`config.mk`:
```
export PLATFORM = sky130hd
export DESIGN_NAME = podi_ctrl
export DESIGN_NICKNAME = d
export VERILOG_FILES = /design/src/rtl/podi_pkg.sv /design/src/rtl/podi_ctrl.sv
export SDC_FILE = /design/constraint.sdc
export NUM_CORES = 1
export LEC_CHECK = 0
export BUFFER_PORTS_ARGS = -buffer_cell sky130_fd_sc_hd__clkbuf_2
export CAP_MARGIN = 30
export CORE_UTILIZATION = 50
export CTS_CLUSTER_SIZE = 30
export DETAILED_ROUTE_END_ITERATION = 12
export PLACE_DENSITY_LB_ADDON = 0.12
export SYNTH_ARGS = -nofsm -noshare
export SYNTH_HDL_FRONTEND = slang
export SYNTH_SLANG_ARGS = --single-unit
```
`constraint.sdc`:
```
create_clock -name clk -period 4.15 [get_ports clk]
set_input_delay 0.2075 -clock clk [delete_from_list [all_inputs] [get_ports clk]]
set_output_delay 0.2075 -clock clk [all_outputs]
set_load 0.02 [all_outputs]
```
`src/rtl/podi_pkg.sv`:
```
package podi_pkg;

	// Controller states; the datapath decodes its operands from the current phase.
	typedef enum logic [11:0] {
		ST_IDLE   = 12'b0000_0000_0001,
		ST_NSUM   = 12'b0000_0000_0010,
		ST_SHIFT  = 12'b0000_0000_0100,
		ST_SEED   = 12'b0000_0000_1000,
		ST_NY2    = 12'b0000_0001_0000,
		ST_NMY    = 12'b0000_0010_0000,
		ST_NY     = 12'b0000_0100_0000,
		ST_SCALE  = 12'b0000_1000_0000,
		ST_ROTT   = 12'b0001_0000_0000,
		ST_ROTR   = 12'b0010_0000_0000,
		ST_QMUL   = 12'b0100_0000_0000,
		ST_COMMIT = 12'b1000_0000_0000
	} podi_state_t;

	typedef enum logic [1:0] {
		ACC_LOAD,
		ACC_ADD,
		ACC_SUB
	} podi_acc_op_t;

	typedef enum logic [3:0] {
		WR_NONE,
		WR_NSUM,
		WR_Y2,
		WR_TN,
		WR_Y,
		WR_QN,
		WR_T,
		WR_R,
		WR_NQ
	} podi_wr_op_t;

	localparam int STEP_W = 5;
	localparam int TIME_W = 32;
	localparam int Q30    = 30;
	localparam int Y_W    = 32;
	localparam int Y2_W   = 33;
	localparam int TN_W   = 32;

	typedef struct packed {
		podi_state_t        phase;
		logic [STEP_W-1:0]  step;
		logic               issue;
		logic               load_in;
		logic               shift;
		logic               seed;
		logic               commit;
	} podi_cmd_t;

	typedef struct packed {
		logic norm_ok;
		logic norm_done;
	} podi_sts_t;

	// 1/sqrt seed in Q.30, indexed by the top three bits of the normalized norm
	localparam logic [Y_W-1:0] SEED_TAB [0:7] = '{
		32'd960383884, 32'd960383884, 32'd960383884, 32'd811672525,
		32'd715827883, 32'd647490682, 32'd595604800, 32'd554477913
	};

	// Hamilton product signs, bit (4*out_component + stored_component)
	localparam logic [15:0] QMUL_NEG = 16'b0100_0010_1000_1110;

	// multiply count of each phase
	function automatic logic [STEP_W-1:0] podi_len(input podi_state_t s);
		logic [STEP_W-1:0] n;
		n = '0;
		case (s)
			ST_NSUM:                 n = STEP_W'(4);
			ST_NY2, ST_NMY, ST_NY:   n = STEP_W'(1);
			ST_SCALE:                n = STEP_W'(4);
			ST_ROTT:                 n = STEP_W'(6);
			ST_ROTR:                 n = STEP_W'(12);
			ST_QMUL:                 n = STEP_W'(16);
			default:                 n = '0;
		endcase
		return n;
	endfunction

endpackage

```
`src/rtl/podi_ctrl.sv`:
```
module podi_ctrl import podi_pkg::*; #(
	parameter int NORM_ITERATIONS = 3
) (
	input  logic      clk,
	input  logic      arst_n,
	input  logic      in_valid,
	output logic      in_ready,
	output logic      out_valid,
	input  logic      out_ready,
	output podi_cmd_t cmd,
	input  podi_sts_t sts
);

	localparam int IT_W = (NORM_ITERATIONS > 1) ? $clog2(NORM_ITERATIONS) : 1;
	localparam logic [IT_W-1:0] LAST_IT = IT_W'(NORM_ITERATIONS - 1);

	podi_state_t       state_q, state_d;
	logic [STEP_W-1:0] cnt_q, cnt_d;
	logic [IT_W-1:0]   it_q, it_d;
	logic              out_valid_q;
	logic [STEP_W-1:0] len;
	logic              phase_end;
	logic              commit_c;

	assign len       = podi_len(state_q);
	// the step counter runs on past the last multiply so the write-back lands
	assign phase_end = (cnt_q == len + STEP_W'(1));
	assign commit_c  = (state_q == ST_COMMIT) && (!out_valid_q || out_ready);

	assign in_ready  = (state_q == ST_IDLE);
	assign out_valid = out_valid_q;

	always_comb begin
		cmd.phase   = state_q;
		cmd.step    = cnt_q;
		cmd.issue   = (cnt_q < len);
		cmd.load_in = (state_q == ST_IDLE) && in_valid;
		cmd.shift   = (state_q == ST_SHIFT) && sts.norm_ok && !sts.norm_done;
		cmd.seed    = (state_q == ST_SEED);
		cmd.commit  = commit_c;
	end

	always_comb begin
		state_d = state_q;
		cnt_d   = cnt_q;
		it_d    = it_q;
		unique case (state_q)
			ST_IDLE: begin
				if (in_valid) begin
					state_d = ST_NSUM;
					cnt_d   = '0;
				end
			end
			ST_SHIFT: begin
				if (!sts.norm_ok) begin
					state_d = ST_ROTT;
				end else if (sts.norm_done) begin
					state_d = ST_SEED;
				end
			end
			ST_SEED: begin
				state_d = ST_NY2;
				it_d    = '0;
			end
			ST_COMMIT: begin
				if (commit_c) begin
					state_d = ST_IDLE;
				end
			end
			ST_NSUM, ST_NY2, ST_NMY, ST_NY, ST_SCALE, ST_ROTT, ST_ROTR, ST_QMUL: begin
				if (phase_end) begin
					cnt_d = '0;
					case (state_q)
						ST_NSUM:  state_d = ST_SHIFT;
						ST_NY2:   state_d = ST_NMY;
						ST_NMY:   state_d = ST_NY;
						ST_NY: begin
							if (it_q == LAST_IT) begin
								state_d = ST_SCALE;
							end else begin
								state_d = ST_NY2;
								it_d    = it_q + IT_W'(1);
							end
						end
						ST_SCALE: state_d = ST_ROTT;
						ST_ROTT:  state_d = ST_ROTR;
						ST_ROTR:  state_d = sts.norm_ok ? ST_QMUL : ST_COMMIT;
						default:  state_d = ST_COMMIT;
					endcase
				end else begin
					cnt_d = cnt_q + STEP_W'(1);
				end
			end
			default: begin
				state_d = ST_IDLE;
				cnt_d   = '0;
			end
		endcase
	end

	always_ff @(posedge clk or negedge arst_n) begin
		if (!arst_n) begin
			state_q     <= ST_IDLE;
			cnt_q       <= '0;
			it_q        <= '0;
			out_valid_q <= 1'b0;
		end else begin
			state_q <= state_d;
			cnt_q   <= cnt_d;
			it_q    <= it_d;
			if (commit_c) begin
				out_valid_q <= 1'b1;
			end else if (out_ready) begin
				out_valid_q <= 1'b0;
			end
		end
	end

	a_accept_starts: assert property (@(posedge clk) disable iff (!arst_n)
		in_valid && in_ready |=> state_q == ST_NSUM)
		else $error("accepted item did not start the norm phase");

	a_step_bound: assert property (@(posedge clk) disable iff (!arst_n)
		cnt_q <= len + STEP_W'(1))
		else $error("step counter ran past its phase");

	a_qmul_needs_norm: assert property (@(posedge clk) disable iff (!arst_n)
		state_q == ST_QMUL |-> sts.norm_ok)
		else $error("quaternion product on a zero-norm increment");

	a_scale_needs_norm: assert property (@(posedge clk) disable iff (!arst_n)
		state_q == ST_SCALE |-> sts.norm_ok)
		else $error("scaling on a zero-norm increment");

endmodule

```
==> metrics.log <==
INFO  metric setup_crit_start_kind = flip-flop
INFO  metric seq_area_frac_synth = 0.322
INFO  metric die-width = 57.8 µm
INFO  metric finalSetupTns = 0 ns
INFO  metric final_cell_area = 0.00177 mm²
INFO  metric htree_num_levels = 1
INFO  metric cts.reportedPaths.clkPinSlew = 0.12 ns
INFO  metric cp_common_cell = sky130_fd_sc_hd__or4_4
INFO  metric core.rowCount = 19
INFO  metric number_of_diodes = 0
INFO  metric critical_path.cell_chain = or4_4, nor3_1, ha_1, xnor2_1, or4_4, a211oi_4, nor2_1, nor4_2, mux2i_1
INFO  metric remaining_drc_errors = 2
INFO  metric number_of_antenna_violations_at_the_first_check_in_global_routing = 0
INFO  metric yosys.cell_types.count = 54
INFO  metric finalWirelength = 4090 µm
INFO  metric grt_max_degree = 21
INFO  metric worst_slack = 0.651 ns
INFO  metric total_power = 852 µW
INFO  metric clock_path_buffers = 2
INFO  metric status = complete, but fails checks
INFO  metric ir_drop = 0.000359 V
INFO  metric synth_top_cell_area_share = 0.305
INFO  metric rsz_0062_raised_after_global_routing = false
INFO  metric hold_ws = 0.108 ns
INFO  metric clock_tree.root_cell = sky130_fd_sc_hd__clkbuf_4
INFO  metric worst_slew_pin_slew = 0.625 ns
INFO  metric drt_first_iter_violations = 97
INFO  metric global_route_total_overflow = 0
INFO  metric timing.critical_path.slowest_cell_delay = 0.60 ns
INFO  metric nFillCells = 253
INFO  metric power_density = 481 mW/mm²
INFO  metric syn_inst = 172
INFO  metric max_slew_violation_count = 0
INFO  metric async_flop_share = 1.00
INFO  metric layout-area-overhead-vs-synth = 13.6%
INFO  metric synth-warning-count = 0
INFO  metric vert_die_dim = 57.8 µm
INFO  metric worst-endpoint-required = 4.40 ns
INFO  metric synth-edff-count = 0
INFO  metric grt_util_all_layers = 0.267
INFO  metric post_synth_instance_area = 0.00156 mm²
INFO  metric cts_made_buffers = 3
INFO  metric detail_route.first_pass.iterations = 8
INFO  metric postCtsHoldBufs = 1
INFO  metric slew-limit-headroom = 0.581
INFO  metric cap_violations = 0
INFO  metric dp_slack = 0.722 ns
INFO  metric grt_pass1_vias = 1416
INFO  metric half_perimeter_wire_length_of_the_detailed_placement_result = 3070 µm
INFO  metric timing.final.hold_violations = 0
INFO  metric cts_setup_buffers = 0
INFO  metric worstSetupEndpointType = flip-flop
INFO  metric io_buffers = 29
INFO  metric critical-path-slowest-cell = sky130_fd_sc_hd__or4_4
INFO  metric syn-num-nets = 186
INFO  metric library_cell_with_the_largest_summed_area_after_synthesis = sky130_fd_sc_hd__dfrtp_1
INFO  metric leakage = 0.820 nW
INFO  metric cts_repair_resize_count = 0
INFO  metric clock_sinks = 20
INFO  metric globalplace.congestion = 0.975
INFO  metric fin_worst_skew = 0.00132 ns
INFO  metric drive_above_1_share = 0.260
INFO  metric first_pass_grt_wire_length = 6710 µm
INFO  metric critPathKind = flip-flop to flip-flop
INFO  metric final.min_clock_period = 3.50 ns
INFO  metric pin_count = 30
INFO  metric routed-via-count = 1511
INFO  metric avgSynthCellArea = 9.06 µm²
INFO  metric die_area = 0.00335 mm²
INFO  metric wl_per_cell = 17.4 µm
INFO  metric synth.area.top_cells = sky130_fd_sc_hd__dfrtp_1, sky130_fd_sc_hd__ha_1, sky130_fd_sc_hd__o21ai_0, sky130_fd_sc_hd__nor2_1, sky130_fd_sc_hd__nand2_1
INFO  metric min_period_over_period = 0.843
INFO  metric design.core.area = 0.00285 mm²
INFO  metric classification_of_the_worst_slack_hold_path = input pin to flip-flop
INFO  metric placedInstanceArea = 0.00172 mm²
INFO  metric maxClockFrequency = 286 MHz
INFO  metric worst_path_arrival_time = 3.75 ns
INFO  metric synthesized_flop_and_latch_total = 20
INFO  metric setup_viol = 0
INFO  metric vias_per_cell = 6.43
INFO  metric main_flop_type_after_synthesis = sky130_fd_sc_hd__dfrtp_1
INFO  metric critical_path_peak_fanout = 9
INFO  metric starting_density_of_the_core = 0.546
INFO  metric antenna_left = 0
INFO  metric clkLatencyLatePin = 0.32 ns
INFO  metric clock_tree_from_tritoncts = built
INFO  metric failing_checks = DRC
INFO  metric finalNetCount = 219
==> registers in the layout, indices dropped and copies added (netlist names) <==
name / count
state_q: 12
it_q: 2
out_valid: 1
cnt_q: 5
==> report_power, final <==
group / leakage (nW) / switching (mW) / total (mW) / internal (mW)
combinational: 0.524 / 0.296 / 0.463 / 0.167
clock: 0.0210 / 0.0682 / 0.122 / 0.0537
sequential: 0.274 / 0.0478 / 0.267 / 0.219
==> metal layers <==
| metal | GRT usage | wire (µm) | vias to the layer above |
|---|---|---|---|
| li1 | - | - | 704 |
| met1 | 0.373 | 1850 | 715 |
| met2 | 0.399 | 1840 | 82 |
| met3 | 0.0513 | 314 | 10 |
| met4 | 0.129 | 87 | 0 |
| met5 | 0 | 0 | - |
==> cells in the final DEF, fill, tap and decap left out, types with 2 or more instances in the layout <==
cell type,netlist,routed
sky130_fd_sc_hd__clkbuf_4,0,3
sky130_fd_sc_hd__nor3b_1,3,3
sky130_fd_sc_hd__a21o_1,3,3
sky130_fd_sc_hd__nand2b_1,3,3
sky130_fd_sc_hd__xnor2_1,2,2
sky130_fd_sc_hd__ha_1,8,8
sky130_fd_sc_hd__or3_4,2,2
sky130_fd_sc_hd__or4_4,2,2
sky130_fd_sc_hd__nand2_1,13,13
sky130_fd_sc_hd__o31ai_1,4,4
sky130_fd_sc_hd__o21ai_0,13,13
sky130_fd_sc_hd__nor3_1,8,8
sky130_fd_sc_hd__dfrtp_1,19,19
sky130_fd_sc_hd__nand3b_1,3,3
sky130_fd_sc_hd__xor2_1,3,3
sky130_fd_sc_hd__inv_1,11,11
sky130_fd_sc_hd__nor4_2,3,3
sky130_fd_sc_hd__nor2b_1,5,5
sky130_fd_sc_hd__clkbuf_2,0,29
sky130_fd_sc_hd__o21a_1,2,2
sky130_fd_sc_hd__nor2_1,14,14
sky130_fd_sc_hd__nand3_1,9,9
sky130_fd_sc_hd__a21oi_1,5,5
sky130_fd_sc_hd__o32ai_1,2,2
sky130_fd_sc_hd__mux2i_1,2,2
sky130_fd_sc_hd__nand4_1,3,3
==> logic make-up after synthesis <==
family | count (synthesis) | share of synthesized area
adder cells (fa/ha/maj) | 8 | 0.0642
flip-flops | 20 | 0.322
buffers and inverters | 13 | 0.0385
multiplexers | 3 | 0.0225
AND/OR/NAND/NOR | 78 | 0.307
AO/OA/AOI/OAI | 45 | 0.218
XOR/XNOR | 5 | 0.0281
==> final timing paths <==
kind	start	to	slack (ns)	depth (start not counted)
worst min-delay path	in_valid	state_q[0]$_DFFE_PN1P_	0.11	2
max in group asynchronous	arst_n	state_q[0]$_DFFE_PN1P_	3.40	2
worst min register to register	it_q[0]$_DFFE_PN0P_	it_q[0]$_DFFE_PN0P_	0.48	1
worst max register to register	state_q[1]$_DFFE_PN0P_	it_q[1]$_DFFE_PN0P_	0.65	9
worst max-delay path	state_q[1]$_DFFE_PN0P_	it_q[1]$_DFFE_PN0P_	0.65	9
min in group asynchronous	arst_n	state_q[10]$_DFFE_PN0P_	0.39	2
==> final cells by class <==
cell class	instances	area (µm²)	share of cell area
multi-input cells	139	997	0.563
flip-flops and latches	20	502	0.283
repair buffers	30	155	0.0876
inverters	11	41.3	0.0233
well taps	31	38.8	0.0219
clock buffers	4	36.3	0.0205
==> per-stage QoR <==
stage                     cells  utilization
after floorplan             172            -
after global placement      230        0.604
after detailed placement    230        0.604
after CTS                   235        0.621
after global routing        235        0.621
final                       235        0.621
==> synth_stat cells, types with 2 or more instances <==
master                     count
sky130_fd_sc_hd__a21o_1        3
sky130_fd_sc_hd__a21oi_1       5
sky130_fd_sc_hd__dfrtp_1      19
sky130_fd_sc_hd__ha_1          8
sky130_fd_sc_hd__inv_1        11
sky130_fd_sc_hd__mux2i_1       2
sky130_fd_sc_hd__nand2_1      13
sky130_fd_sc_hd__nand2b_1      3
sky130_fd_sc_hd__nand3_1       9
sky130_fd_sc_hd__nand3b_1      3
sky130_fd_sc_hd__nand4_1       3
sky130_fd_sc_hd__nor2_1       14
sky130_fd_sc_hd__nor2b_1       5
sky130_fd_sc_hd__nor3_1        8
sky130_fd_sc_hd__nor3b_1       3
sky130_fd_sc_hd__nor4_2        3
sky130_fd_sc_hd__o21a_1        2
sky130_fd_sc_hd__o21ai_0      13
sky130_fd_sc_hd__o31ai_1       4
sky130_fd_sc_hd__o32ai_1       2
sky130_fd_sc_hd__or3_4         2
sky130_fd_sc_hd__or4_4         2
sky130_fd_sc_hd__xnor2_1       2
sky130_fd_sc_hd__xor2_1        3
==> critical path: cells and delay by family, from the launching register on <==
kind                     cells  cell delay [ns]
flip-flops                   1             0.52
AO/OA/AOI/OAI                1             0.31
multiplexers                 1             0.23
adder cells (fa/ha/maj)      1             0.28
XOR/XNOR                     1             0.12
AND/OR/NAND/NOR              5             1.97
Note: power is estimated with default switching activity, not from simulation.
